--- config.mk ---
export PLATFORM = sky130hd
export DESIGN_NAME = xml_fragment_tokenizer_flat
export DESIGN_NICKNAME = d
export VERILOG_FILES = /design/src/rtl/xft_pkg.sv /design/src/rtl/xft_if.sv /design/src/rtl/xml_fragment_tokenizer.sv /design/src/flat_wrapper.sv
export VERILOG_INCLUDE_DIRS = /design/src /design/src/rtl
export SDC_FILE = /design/constraint.sdc
export NUM_CORES = 1
export LEC_CHECK = 0
export BUFFER_PORTS_ARGS = -buffer_cell sky130_fd_sc_hd__buf_4
export CAP_MARGIN = 5
export CORE_UTILIZATION = 60
export CTS_CLUSTER_DIAMETER = 50
export CTS_CLUSTER_SIZE = 20
export DETAILED_ROUTE_END_ITERATION = 12
export GPL_TIMING_DRIVEN = 0
export PLACE_DENSITY = 0.79
export SETUP_SLACK_MARGIN = 0.05
export SYNTH_ARGS = -nofsm -noshare
export SYNTH_HDL_FRONTEND = slang
export SYNTH_SLANG_ARGS = --single-unit
--- constraint.sdc ---
create_clock -name clk_i -period 6.06 [get_ports clk_i]
set_input_delay 1.212 -clock clk_i [delete_from_list [all_inputs] [get_ports clk_i]]
set_output_delay 1.212 -clock clk_i [all_outputs]
set_load 0.05 [all_outputs]
--- src/rtl/xml_fragment_tokenizer_assert.svh ---
// assertion macros shared by the tokenizer rtl
`ifndef XML_FRAGMENT_TOKENIZER_ASSERT_SVH
`define XML_FRAGMENT_TOKENIZER_ASSERT_SVH

// same-cycle implication, sampled on clk_i, off while in reset
`define XFT_ASSERT_NOW(label, ante, cons, msg) \
  label: assert property (@(posedge clk_i) disable iff (!rst_ni) (ante) |-> (cons)) \
    else $error(msg);

// next-cycle implication, sampled on clk_i, off while in reset
`define XFT_ASSERT_NEXT(label, ante, cons, msg) \
  label: assert property (@(posedge clk_i) disable iff (!rst_ni) (ante) |=> (cons)) \
    else $error(msg);

`endif

--- src/rtl/xft_pkg.sv ---
`timescale 1ns / 1ps

package xft_pkg;

  typedef logic [7:0] byte_t;
  typedef logic [2:0] kind_t;
  typedef logic [1:0] err_t;

  // fragment kinds
  localparam kind_t KindText    = 3'd0;
  localparam kind_t KindCdata   = 3'd1;
  localparam kind_t KindStart   = 3'd2;
  localparam kind_t KindEmpty   = 3'd3;
  localparam kind_t KindEndTag  = 3'd4;
  localparam kind_t KindComment = 3'd5;
  localparam kind_t KindXmlDecl = 3'd6;
  localparam kind_t KindPending = 3'd7;

  // error codes
  localparam err_t ErrNone    = 2'd0;
  localparam err_t ErrUnknown = 2'd1;
  localparam err_t ErrEnd     = 2'd2;
  localparam err_t ErrDepth   = 2'd3;

  // characters
  localparam byte_t ChNul      = 8'h00;
  localparam byte_t ChLt       = 8'h3C;
  localparam byte_t ChGt       = 8'h3E;
  localparam byte_t ChSlash    = 8'h2F;
  localparam byte_t ChBang     = 8'h21;
  localparam byte_t ChQuest    = 8'h3F;
  localparam byte_t ChDash     = 8'h2D;
  localparam byte_t ChRBracket = 8'h5D;
  localparam byte_t ChDquote   = 8'h22;
  localparam byte_t ChSquote   = 8'h27;

  // "[CDATA[" by position
  function automatic byte_t cdata_char(input logic [2:0] pos);
    byte_t c;
    case (pos)
      3'd0: c = 8'h5B;
      3'd1: c = 8'h43;
      3'd2: c = 8'h44;
      3'd3: c = 8'h41;
      3'd4: c = 8'h54;
      3'd5: c = 8'h41;
      default: c = 8'h5B;
    endcase
    return c;
  endfunction

  // "DOCTYPE" by position
  function automatic byte_t doctype_char(input logic [2:0] pos);
    byte_t c;
    case (pos)
      3'd0: c = 8'h44;
      3'd1: c = 8'h4F;
      3'd2: c = 8'h43;
      3'd3: c = 8'h54;
      3'd4: c = 8'h59;
      3'd5: c = 8'h50;
      default: c = 8'h45;
    endcase
    return c;
  endfunction

  // "xml" by position
  function automatic byte_t xml_char(input logic [1:0] pos);
    byte_t c;
    case (pos)
      2'd0: c = 8'h78;
      2'd1: c = 8'h6D;
      default: c = 8'h6C;
    endcase
    return c;
  endfunction

endpackage

--- src/rtl/xft_if.sv ---
`timescale 1ns / 1ps

interface xft_byte_if;
  import xft_pkg::*;

  logic  valid;
  logic  ready;
  byte_t data_byte;

  modport source (output valid, output data_byte, input ready);
  modport sink (input valid, input data_byte, output ready);
endinterface

interface xft_tok_if;
  import xft_pkg::*;

  logic  valid;
  logic  ready;
  byte_t byte_echo;
  kind_t frag_kind;
  logic  frag_start;
  logic  frag_end;
  logic  doctype_flag;
  byte_t nest_depth;
  logic  doc_done;
  err_t  error_code;

  modport source (
    output valid, output byte_echo, output frag_kind, output frag_start,
    output frag_end, output doctype_flag, output nest_depth, output doc_done,
    output error_code, input ready
  );
  modport sink (
    input valid, input byte_echo, input frag_kind, input frag_start,
    input frag_end, input doctype_flag, input nest_depth, input doc_done,
    input error_code, output ready
  );
endinterface

--- src/rtl/xml_fragment_tokenizer.sv ---
// a transferred byte goes into the input register, then through the scanner
// logic into the result register
// throughput: one byte per cycle while the result side does not stall; the scanner state updates once per byte
// a stalled result holds the pipe; the input register still fills behind it
// reset (rst_ni low, asynchronous) empties both registers and returns the
// scanner to between fragments, depth zero, no error
`timescale 1ns / 1ps

`include "xml_fragment_tokenizer_assert.svh"

module xml_fragment_tokenizer #(
  parameter int unsigned MAX_DEPTH = 255
) (
  input  logic           clk_i,
  input  logic           rst_ni,
  xft_byte_if.sink       byte_in_i,
  xft_tok_if.source      tok_out_o
);
  import xft_pkg::*;

  localparam int unsigned DepthLimitInt = (MAX_DEPTH > 255) ? 255 : MAX_DEPTH;
  localparam byte_t       DepthLimit    = DepthLimitInt[7:0];

  localparam logic [1:0] QuoteNone   = 2'd0;
  localparam logic [1:0] QuoteDouble = 2'd1;
  localparam logic [1:0] QuoteSingle = 2'd2;

  typedef enum logic [3:0] {
    ModeIdle, ModeText, ModeLt, ModeBang, ModeBangDash, ModeCdataMatch,
    ModeDoctypeMatch, ModeQMatch, ModeStart, ModeEnd, ModeXmlDecl,
    ModeComment, ModeCdata, ModeDoctype, ModeDone
  } mode_e;

  // pipeline control
  logic  in_valid_q;
  byte_t in_byte_q;
  logic  out_valid_q;
  logic  out_en;
  logic  advance;

  // scanner state
  mode_e      mode_q, mode_d;
  logic [2:0] la_q, la_d;
  logic [1:0] run_q, run_d;
  logic [1:0] quote_q, quote_d;
  logic       slash_q, slash_d;
  byte_t      depth_q, depth_d;
  err_t       err_q, err_d;

  // result of the current byte
  kind_t kind;
  logic  fstart, fend, dt, done;
  err_t  err;
  logic  tag;
  logic [2:0] mpos;
  logic [1:0] qpos;
  byte_t pat;
  byte_t b;

  // result register
  byte_t echo_q;
  kind_t kind_q;
  logic  fstart_q, fend_q, dt_q, done_q;
  byte_t depth_out_q;
  err_t  err_out_q;

  assign out_en  = !out_valid_q || tok_out_o.ready;
  assign advance = in_valid_q && out_en;
  assign byte_in_i.ready = !in_valid_q || out_en;
  assign b = in_byte_q;

  always_comb begin
    mode_d  = mode_q;
    la_d    = la_q;
    run_d   = run_q;
    quote_d = quote_q;
    slash_d = slash_q;
    depth_d = depth_q;
    err_d   = err_q;
    kind    = KindText;
    fstart  = 1'b0;
    fend    = 1'b0;
    dt      = 1'b0;
    done    = 1'b0;
    err     = ErrNone;
    tag     = 1'b0;
    mpos    = (la_q == 3'd7) ? 3'd6 : la_q;
    qpos    = (la_q >= 3'd3) ? 2'd2 : la_q[1:0];
    pat     = (mode_q == ModeCdataMatch) ? cdata_char(mpos) : doctype_char(mpos);

    if (err_q != ErrNone) begin
      // latched error: hold everything
    end else if (mode_q == ModeDone) begin
      done = 1'b1;
    end else begin
      case (mode_q)
        ModeIdle, ModeText: begin
          if (b == ChNul) begin
            mode_d = ModeDone;
            done   = 1'b1;
          end else if (b == ChLt) begin
            mode_d = ModeLt;
            kind   = KindPending;
            fstart = 1'b1;
          end else begin
            kind   = KindText;
            fstart = (mode_q == ModeIdle);
            mode_d = ModeText;
          end
        end
        ModeLt: begin
          if (b == ChNul) begin
            err = ErrEnd;
          end else if (b == ChSlash) begin
            mode_d  = ModeEnd;
            kind    = KindEndTag;
            quote_d = QuoteNone;
          end else if (b == ChBang) begin
            mode_d = ModeBang;
            kind   = KindPending;
          end else if (b == ChQuest) begin
            mode_d = ModeQMatch;
            la_d   = 3'd0;
            kind   = KindPending;
          end else begin
            mode_d  = ModeStart;
            quote_d = QuoteNone;
            slash_d = 1'b0;
            tag     = 1'b1;
          end
        end
        ModeBang: begin
          kind = KindPending;
          if (b == ChNul) begin
            err = ErrEnd;
          end else if (b == ChDash) begin
            mode_d = ModeBangDash;
          end else if (b == cdata_char(3'd0)) begin
            mode_d = ModeCdataMatch;
            la_d   = 3'd1;
          end else if (b == doctype_char(3'd0)) begin
            mode_d = ModeDoctypeMatch;
            la_d   = 3'd1;
          end else begin
            err = ErrUnknown;
          end
        end
        ModeBangDash: begin
          if (b == ChNul) begin
            err = ErrEnd;
          end else if (b == ChDash) begin
            mode_d = ModeComment;
            run_d  = 2'd0;
            kind   = KindComment;
          end else begin
            err = ErrUnknown;
          end
        end
        ModeCdataMatch, ModeDoctypeMatch: begin
          kind = KindPending;
          if (b == ChNul) begin
            err = ErrEnd;
          end else if (b != pat) begin
            err = ErrUnknown;
          end else if (mpos == 3'd6) begin
            la_d  = 3'd0;
            run_d = 2'd0;
            if (mode_q == ModeCdataMatch) begin
              mode_d = ModeCdata;
              kind   = KindCdata;
            end else begin
              mode_d = ModeDoctype;
            end
          end else begin
            la_d = mpos + 3'd1;
          end
        end
        ModeQMatch: begin
          kind = KindPending;
          if (b == ChNul) begin
            err = ErrEnd;
          end else if (b != xml_char(qpos)) begin
            err = ErrUnknown;
          end else if (qpos == 2'd2) begin
            la_d    = 3'd0;
            mode_d  = ModeXmlDecl;
            quote_d = QuoteNone;
            slash_d = 1'b0;
            kind    = KindXmlDecl;
          end else begin
            la_d = {1'b0, qpos} + 3'd1;
          end
        end
        ModeStart, ModeEnd, ModeXmlDecl: begin
          tag = 1'b1;
        end
        ModeComment: begin
          kind = KindComment;
          if (b == ChNul) begin
            err = ErrEnd;
          end else if (b == ChDash) begin
            if (run_q != 2'd3) run_d = run_q + 2'd1;
          end else if (b == ChGt && run_q == 2'd2) begin
            fend   = 1'b1;
            mode_d = ModeIdle;
            run_d  = 2'd0;
          end else begin
            run_d = 2'd0;
          end
        end
        ModeCdata: begin
          kind = KindCdata;
          if (b == ChNul) begin
            err = ErrEnd;
          end else if (b == ChRBracket) begin
            if (run_q < 2'd2) run_d = run_q + 2'd1;
          end else if (b == ChGt && run_q >= 2'd2) begin
            fend   = 1'b1;
            mode_d = ModeIdle;
            run_d  = 2'd0;
          end else begin
            run_d = 2'd0;
          end
        end
        ModeDoctype: begin
          kind = KindPending;
          if (b == ChNul) begin
            err = ErrEnd;
          end else if (b == ChGt) begin
            fend   = 1'b1;
            dt     = 1'b1;
            mode_d = ModeIdle;
          end
        end
        default: begin
          mode_d = ModeIdle;
        end
      endcase

      // tag and declaration bodies, with quoted values
      if (tag && err == ErrNone) begin
        kind = (mode_d == ModeStart) ? KindStart :
               (mode_d == ModeEnd) ? KindEndTag : KindXmlDecl;
        if (b == ChNul) begin
          err = ErrEnd;
        end else if (quote_d == QuoteDouble || quote_d == QuoteSingle) begin
          if ((quote_d == QuoteDouble && b == ChDquote) ||
              (quote_d == QuoteSingle && b == ChSquote)) begin
            quote_d = QuoteNone;
          end
          slash_d = 1'b0;
        end else if (b == ChDquote) begin
          quote_d = QuoteDouble;
          slash_d = 1'b0;
        end else if (b == ChSquote) begin
          quote_d = QuoteSingle;
          slash_d = 1'b0;
        end else if (b == ChGt) begin
          if (mode_d == ModeStart) begin
            if (slash_d) begin
              kind = KindEmpty;
            end else if (depth_q >= DepthLimit) begin
              err = ErrDepth;
            end else begin
              depth_d = depth_q + 8'd1;
            end
          end else if (mode_d == ModeEnd) begin
            if (depth_q == 8'd0) begin
              err = ErrDepth;
            end else begin
              depth_d = depth_q - 8'd1;
            end
          end
          if (err == ErrNone) begin
            fend    = 1'b1;
            mode_d  = ModeIdle;
            quote_d = QuoteNone;
            slash_d = 1'b0;
          end
        end else begin
          slash_d = (b == ChSlash);
        end
      end

      if (err != ErrNone) err_d = err;
    end

    if (err_d != ErrNone) begin
      kind   = KindText;
      fstart = 1'b0;
      fend   = 1'b0;
      dt     = 1'b0;
      done   = 1'b0;
    end
  end

  always_ff @(posedge clk_i or negedge rst_ni) begin
    if (!rst_ni) begin
      in_valid_q  <= 1'b0;
      in_byte_q   <= '0;
      out_valid_q <= 1'b0;
      mode_q      <= ModeIdle;
      la_q        <= '0;
      run_q       <= '0;
      quote_q     <= QuoteNone;
      slash_q     <= 1'b0;
      depth_q     <= '0;
      err_q       <= ErrNone;
      echo_q      <= '0;
      kind_q      <= KindText;
      fstart_q    <= 1'b0;
      fend_q      <= 1'b0;
      dt_q        <= 1'b0;
      done_q      <= 1'b0;
      depth_out_q <= '0;
      err_out_q   <= ErrNone;
    end else begin
      if (byte_in_i.ready) begin
        in_valid_q <= byte_in_i.valid;
        if (byte_in_i.valid) in_byte_q <= byte_in_i.data_byte;
      end
      if (out_en) out_valid_q <= in_valid_q;
      if (advance) begin
        mode_q      <= mode_d;
        la_q        <= la_d;
        run_q       <= run_d;
        quote_q     <= quote_d;
        slash_q     <= slash_d;
        depth_q     <= depth_d;
        err_q       <= err_d;
        echo_q      <= b;
        kind_q      <= kind;
        fstart_q    <= fstart;
        fend_q      <= fend;
        dt_q        <= dt;
        done_q      <= done;
        depth_out_q <= depth_d;
        err_out_q   <= err_d;
      end
    end
  end

  assign tok_out_o.valid        = out_valid_q;
  assign tok_out_o.byte_echo    = echo_q;
  assign tok_out_o.frag_kind    = kind_q;
  assign tok_out_o.frag_start   = fstart_q;
  assign tok_out_o.frag_end     = fend_q;
  assign tok_out_o.doctype_flag = dt_q;
  assign tok_out_o.nest_depth   = depth_out_q;
  assign tok_out_o.doc_done     = done_q;
  assign tok_out_o.error_code   = err_out_q;

  // an error never clears or changes once latched
  `XFT_ASSERT_NEXT(a_err_sticky, err_q != ErrNone, err_q == $past(err_q),
                   "latched error changed")
  // depth moves by at most one per byte
  `XFT_ASSERT_NEXT(a_depth_step, 1'b1,
                   depth_q == $past(depth_q) || depth_q == $past(depth_q) + 8'd1 ||
                   depth_q == $past(depth_q) - 8'd1,
                   "depth jumped by more than one")
  `XFT_ASSERT_NOW(a_depth_limit, 1'b1, depth_q <= DepthLimit,
                  "depth above limit")
  // an error result carries no fragment information
  `XFT_ASSERT_NOW(a_err_quiet, out_valid_q && err_out_q != ErrNone,
                  kind_q == KindText && !fstart_q && !fend_q && !dt_q && !done_q,
                  "error result with fragment flags")
  // input side stalls only behind a stalled full result register
  `XFT_ASSERT_NOW(a_stall_cause, !byte_in_i.ready,
                  in_valid_q && out_valid_q && !tok_out_o.ready,
                  "input stalled without output back-pressure")

endmodule

--- src/flat_wrapper.sv ---
// flat-port wrapper written by rule: the top's interface ports become plain ports
module xml_fragment_tokenizer_flat import xft_pkg::*;
#(
  parameter int unsigned MAX_DEPTH = 255
)
  (clk_i, rst_ni, byte_in_i_valid, byte_in_i_data_byte, byte_in_i_ready, tok_out_o_valid, tok_out_o_byte_echo, tok_out_o_frag_kind, tok_out_o_frag_start, tok_out_o_frag_end, tok_out_o_doctype_flag, tok_out_o_nest_depth, tok_out_o_doc_done, tok_out_o_error_code, tok_out_o_ready);
  xft_byte_if byte_in_i_i ();
  xft_tok_if tok_out_o_i ();
  input  logic clk_i;
  input  logic rst_ni;
  input wire logic [$bits(byte_in_i_i.valid)-1:0] byte_in_i_valid;
  input wire logic [$bits(byte_in_i_i.data_byte)-1:0] byte_in_i_data_byte;
  output wire logic [$bits(byte_in_i_i.ready)-1:0] byte_in_i_ready;
  output wire logic [$bits(tok_out_o_i.valid)-1:0] tok_out_o_valid;
  output wire logic [$bits(tok_out_o_i.byte_echo)-1:0] tok_out_o_byte_echo;
  output wire logic [$bits(tok_out_o_i.frag_kind)-1:0] tok_out_o_frag_kind;
  output wire logic [$bits(tok_out_o_i.frag_start)-1:0] tok_out_o_frag_start;
  output wire logic [$bits(tok_out_o_i.frag_end)-1:0] tok_out_o_frag_end;
  output wire logic [$bits(tok_out_o_i.doctype_flag)-1:0] tok_out_o_doctype_flag;
  output wire logic [$bits(tok_out_o_i.nest_depth)-1:0] tok_out_o_nest_depth;
  output wire logic [$bits(tok_out_o_i.doc_done)-1:0] tok_out_o_doc_done;
  output wire logic [$bits(tok_out_o_i.error_code)-1:0] tok_out_o_error_code;
  input wire logic [$bits(tok_out_o_i.ready)-1:0] tok_out_o_ready;
  assign byte_in_i_i.valid = byte_in_i_valid;
  assign byte_in_i_i.data_byte = byte_in_i_data_byte;
  assign byte_in_i_ready = byte_in_i_i.ready;
  assign tok_out_o_valid = tok_out_o_i.valid;
  assign tok_out_o_byte_echo = tok_out_o_i.byte_echo;
  assign tok_out_o_frag_kind = tok_out_o_i.frag_kind;
  assign tok_out_o_frag_start = tok_out_o_i.frag_start;
  assign tok_out_o_frag_end = tok_out_o_i.frag_end;
  assign tok_out_o_doctype_flag = tok_out_o_i.doctype_flag;
  assign tok_out_o_nest_depth = tok_out_o_i.nest_depth;
  assign tok_out_o_doc_done = tok_out_o_i.doc_done;
  assign tok_out_o_error_code = tok_out_o_i.error_code;
  assign tok_out_o_i.ready = tok_out_o_ready;
  xml_fragment_tokenizer #(.MAX_DEPTH(MAX_DEPTH)) u_core (.clk_i(clk_i), .rst_ni(rst_ni), .byte_in_i(byte_in_i_i), .tok_out_o(tok_out_o_i));
endmodule
---- After elaboration in Yosys (flattened, before gate mapping) ----
Index checks and enable logic that the tools add are counted.
storage, ports and cells
  flip-flop bits (word level) ............. 47
  output and inout port bits .............. 27
  logic and storage cells ................. 352
cells by class
  add/sub/neg operators ................... 5
  magnitude comparators ................... 4
  eq/ne operators ......................... 63
  multiplexer cells ....................... 222
  bitwise operators ....................... 6
  reductions and logical operators ........ 36
operators with widths
  operator                                                               number
  4-bit two-way mux                                                      34
  2-bit two-way mux                                                      64
  3-bit two-way mux                                                      41
  8-bit two-way mux                                                      9
  8-bit by 6-bit equality test with 1-bit output, second input constant  8
  1-bit two-way mux                                                      61
  4-bit one-hot mux with 10 select lines                                 1
  4-bit equality test, second input constant                             9
  2-bit != test, second input constant                                   15
  5-bit one-hot mux with 6 select lines                                  1
  13-bit AND reduction                                                   2
  8-bit by 7-bit equality test with 1-bit output, second input constant  3
  3-bit one-hot mux with 8 select lines                                  1
  5-bit one-hot mux with 4 select lines                                  1
  4-bit by 3-bit equality test with 1-bit output, second input constant  4
  8-bit zero test                                                        2
  8-bit != test                                                          2
  15-bit AND reduction                                                   1
  3-bit equality test, second input constant                             4
  3-bit one-hot mux with 4 select lines                                  1
  2-bit one-hot mux with 5 select lines                                  1
  5-bit one-hot mux with 2 select lines                                  1
  8-bit by 1-bit adder with 8-bit output, second input constant          1
  4-bit by 2-bit equality test with 1-bit output, second input constant  2
  other kinds (35)                                                       67

---- Depth between registers and ports, before layout ----
  depth after elaboration ................. 39
  mapped depth ............................ 20
  gate-level depth less buffers ........... 19

---- Worst setup path before layout ----
No wires, ideal clock.
  path type ............................... reg2reg
  start ................................... register u_core.la_q[0]
  end ..................................... register u_core.depth_q[7]
  setup time .............................. 145 ps
  data arrival time ....................... 4219 ps
  data required time ...................... 5915 ps
  setup slack ............................. 1696 ps
  stages on the path, launching flop included .. 20
  period minus slack after synthesis ...... 4364 ps
  path through ............................ dfrtp_1 clkbuf_1 clkbuf_1 and3_1 ha_1 or4_1 nand4_1 o21a_1 nand3_1 a211o_1 or2_2 ha_1 a21o_1 a21o_1 a21o_1 a21oi_1 o21ai_0 xnor2_1 nor4_1 xor2_1
between the ends
  cells in the longest elaborated chain, start to end .. 18
  elaborated cells between the ends (all ways) .. 67
  classes of those cells .................. order compare: 1; eq/ne: 18; mux: 39; bitwise: 1; reduce/logical: 8
RTL lines
  what                                                                                                     line                           source
  start: declaration                                                                                       xml_fragment_tokenizer.sv:43   logic [2:0] la_q, la_d;
  start signal: assignment                                                                                 xml_fragment_tokenizer.sv:325  la_q <= la_d;
  parallel branches: the longest is 18 deep, another holds 3-bit by 2-bit >= comparator with 1-bit output  --
  end signal: assignment                                                                                   xml_fragment_tokenizer.sv:329  depth_q <= depth_d;
  end: declaration                                                                                         xml_fragment_tokenizer.sv:47   byte_t depth_q, depth_d;
Parallel ways; which one is timed is not known. The select of a mux whose other input is x is not followed.
A chain may end at the register's enable or synchronous reset.

---- Final worst setup path ----
Same ends and word-level chain as after synthesis.

==> results.txt <==
The run finished with clean final reports. The routed layout has 3820 vias. The biggest area contributor in the post-synthesis netlist is sky130_fd_sc_hd__dfrtp_1. The overall routing resource usage came out at 0.3619. The count of instances resized after the clock tree is built is 0. In the finished design, the share of the clock period the worst path needs comes to 0.8399. The register-to-register setup slack came out at 0.97 ns. The relative area change from synthesis to final layout is 12.49%.

For this design, the slowest cell found on the critical path is sky130_fd_sc_hd__a211o_1. The tree is rooted in a sky130_fd_sc_hd__clkbuf_8. The total of endpoints with negative setup slack in the final report is 0. The maximum fanout count along the critical path is 10. Entering global routing, the biggest net connects 48 pins. The number of global-route vias before repair is 3512. After synthesis, the cell types taking the most area are sky130_fd_sc_hd__dfrtp_1 31%, sky130_fd_sc_hd__nand2_1 4.7%, sky130_fd_sc_hd__mux2_2 4.2%, sky130_fd_sc_hd__ha_1 3.7%, sky130_fd_sc_hd__nor2_1 3.0%.

The final setup skew came out at 0.01629 ns. The number of hold buffers added after cts came out at 0. The die span in x is 80.91 µm. Counting stages on the worst path, the most repeated cell is sky130_fd_sc_hd__a21o_1.

The worst IR drop on VDD is 0.1831 mV. Clock-pin slew was measured on the worst setup and hold paths at 0.11 ns. The total power density per cell area is 285.8 nW/µm². The number of I/O port buffers came out at 38. The clock period minus final worst setup slack is 5.090 ns. The final setup TNS came out at 0 ns.

After synthesis, the share of flip-flops with an asynchronous set or reset is 1.000. The reported leakage power is 1.819 nW. Of the synthesized area, sequential elements account for 0.3148. The worst path required time is 6.30 ns. The number of pins with negative max-slew slack in the final report came out at 0.

The worst setup path is of the reg2reg kind. TritonCTS built the clock tree. The signal on the critical path passes through clkbuf_1, clkbuf_1, and3_1, ha_1, nor2b_1, nor3_1, a211oi_1, o21a_1, nand3_1, a211o_1, or2_2, ha_1, a21o_1, a21o_1, a21o_1, a21oi_1, o21ai_0, xnor2_1, nor4_1, xor2_1. The worst setup slack after placement came out at 1.092 ns. 39 I/O pins were placed.

The initial DRC count came out at 516. The final antenna-violating net count is 0. In the routed design, unresolved DRC markers number 0.

The tool flagged a number of max-cap violations equal to 0. In the synthesized netlist, the cells that appear most often are 47 x sky130_fd_sc_hd__dfrtp_1, 47 x sky130_fd_sc_hd__nand2_1, 30 x sky130_fd_sc_hd__nor2_1, 21 x sky130_fd_sc_hd__o21ai_0, 20 x sky130_fd_sc_hd__a21oi_1. 0 antenna diodes ended up in the layout. The worst hold path belongs to the class reg2reg. The gate count of the mapped netlist came out at 434. The clock latency reported for the late side of the worst-skew pair is 0.32 ns. The die area came out at 6546 µm². The number of cells on the worst hold path came out at 1. In the synthesized netlist the dominant register cell turns out to be sky130_fd_sc_hd__dfrtp_1.

The routability-driven placement congestion ratio is 0.9937. Static timing analysis puts the maximum clock frequency at 196.5 MHz. The first global-routing pass estimated 17660 µm of wire. The share of the synthesized area in the top cell type is 0.3148. The count of buffers added by post-CTS timing repair for setup came out at 0. The setup slack after layout came out at 0.9703 ns.

The final-report hold violation count is 0. The routed length per instance came out at 20.86 µm. The category of the worst setup path launch point is a register. The sink count of the clock tree came out at 47. The synthesis-stage register bit count came out at 47. The total congestion overflow after global routing is 0. In the final layout, the share of cells above drive strength 1 is 0.1813. The iteration count of the initial detailed-routing pass is 5. The count of synthesis-stage warnings from yosys is 0. The data arrival time at the worst-slack endpoint came out at 5.33 ns. The cell row count came out at 28. The slew at the pin closest to its max-slew limit is 0.8740 ns. The H-tree depth reported by CTS is 2. The mapped cell area is 3736 µm².

The final hold slack is 0.4994 ns. The number of buffers created by CTS came out at 5. The total area inside the core boundary comes to 5956 µm².

The number of flops mapped to enable cells by yosys came out at 0. The layout net count came out at 503. The wire length reported by the detailed router is 11580 µm.

On the worst path, the slowest cell contributes a delay of 0.46 ns. Setup repair after global routing left no endpoint under its margin. In this run the tightest slew margin relative to its limit is 0.4128.

The vias per cell is 6.883. The number of buffers on the longest clock path is 2. The die height is 80.91 µm. The wire-length estimate of the detail-placed layout is 8701 µm. The initial cell density of the core is 0.6273.

The number of nets in the synthesized netlist is 458. The number of different library cells in the post-synthesis netlist came out at 67. The count of fill cells added during filler insertion came out at 492. The path depth of the worst reg2reg path came out at 20.

The post-synthesis average cell area is 8.608 µm². The initial antenna violation count is 0. STA classifies the critical path endpoint as a register.
[registers in the layout, indices dropped and copies added, names as in the netlist]
name,cells
u_core.quote_q,2
u_core.depth_q,8
u_core.tok_out_o.valid,1
u_core.tok_out_o.doctype_flag,1
u_core.mode_q,4
u_core.tok_out_o.frag_start,1
u_core.in_valid_q,1
u_core.err_q,2
u_core.tok_out_o.doc_done,1
u_core.run_q,2
u_core.b,8
u_core.la_q,3
u_core.slash_q,1
u_core.tok_out_o.frag_kind,3
u_core.tok_out_o.byte_echo,8
u_core.tok_out_o.frag_end,1
[layout make-up]
type / instances / area [µm²] / share of cell area
buffer: 27 / 117.6 / 0.02798
clock buffer: 5 / 68.82 / 0.01637
clock inverter: 3 / 18.77 / 0.004466
inverter: 10 / 37.54 / 0.008931
multi-input combinational: 350 / 2405 / 0.5722
sequential: 47 / 1176 / 0.2798
tap: 75 / 93.84 / 0.02233
timing repair buffer: 38 / 285.3 / 0.06788
[final timing paths]
check | startpoint | end
worst max-delay path | u_core.la_q[0]$_DFFE_PN0P_ | u_core.depth_q[7]$_DFFE_PN0P_
worst min-delay path | u_core.tok_out_o.frag_kind[0]$_DFFE_PN0P_ | u_core.tok_out_o.frag_kind[0]$_DFFE_PN0P_
worst max register to register | u_core.la_q[0]$_DFFE_PN0P_ | u_core.depth_q[7]$_DFFE_PN0P_
worst min register to register | u_core.tok_out_o.frag_kind[0]$_DFFE_PN0P_ | u_core.tok_out_o.frag_kind[0]$_DFFE_PN0P_
max in group asynchronous | rst_ni | u_core.b[5]$_DFFE_PN0P_
min in group asynchronous | rst_ni | u_core.la_q[0]$_DFFE_PN0P_
[routing by layer]
metal  global-route usage  vias up  wire length (µm)
li1                     -     1728                 -
met1               0.4761     1837              4898
met2               0.5782      223              5412
met3              0.07303       32               986
met4               0.1482        0               278
met5                    0        -                 0
[report_power, final]
part	internal [mW]	switching, mW
Sequential	0.364	0.0347
Combinational	0.194	0.405
Clock	0.0816	0.122
Total	0.639	0.562
[worst max-delay path, delay by kind of cell (launching register included)]
| kind | cells | cell delay [ns] |
|---|---|---|
| fa+ha+maj | 2 | 0.49 |
| buf+inv | 2 | 0.64 |
| simple gates | 6 | 1.36 |
| flops | 1 | 0.34 |
| xor+xnor | 2 | 0.32 |
| compound gates | 8 | 1.86 |
[cell families after synthesis]
family	synth area share
buffers and inverters	0.04153
AOI/OAI and AO/OA	0.2348
xor gates and xnor gates	0.02813
muxes	0.07167
adders and majority gates	0.04220
DFF	0.3148
and+or+nand+nor	0.2669
[placed cells by master (no fill, tap or decap), types with 5 or more instances in the layout]
master and count:
sky130_fd_sc_hd__xnor2_1 8, sky130_fd_sc_hd__a21oi_1 20, sky130_fd_sc_hd__o31ai_1 8, sky130_fd_sc_hd__nand2_1 47, sky130_fd_sc_hd__nor4_1 9, sky130_fd_sc_hd__clkbuf_8 5
sky130_fd_sc_hd__ha_1 11, sky130_fd_sc_hd__a32o_1 6, sky130_fd_sc_hd__mux2_2 14, sky130_fd_sc_hd__buf_4 38, sky130_fd_sc_hd__o21ai_0 21, sky130_fd_sc_hd__nor2_1 30
sky130_fd_sc_hd__a211oi_1 8, sky130_fd_sc_hd__nand2b_1 12, sky130_fd_sc_hd__o211ai_1 5, sky130_fd_sc_hd__a31oi_1 6, sky130_fd_sc_hd__dfrtp_1 47, sky130_fd_sc_hd__nand4_1 8
sky130_fd_sc_hd__nor3_1 14, sky130_fd_sc_hd__clkbuf_1 17, sky130_fd_sc_hd__inv_1 10, sky130_fd_sc_hd__mux2_4 6, sky130_fd_sc_hd__buf_2 7, sky130_fd_sc_hd__nand3_1 17
sky130_fd_sc_hd__a21o_1 12, sky130_fd_sc_hd__and3_1 7
[per-stage QoR]
step / instances / util / cell area [µm²] / power [mW]
finish: 555 / 0.7057 / 4203 / 1.201
global route: 555 / 0.7057 / 4203 / 1.252
CTS: 555 / 0.7057 / 4203 / 1.188
detailed placement: 547 / 0.6910 / 4115 / 0.9870
global placement: 547 / 0.6910 / 4115 / 0.9700
floorplan: 434 / - / 3736 / 0.8134
(Power assumes the default switching activity.)
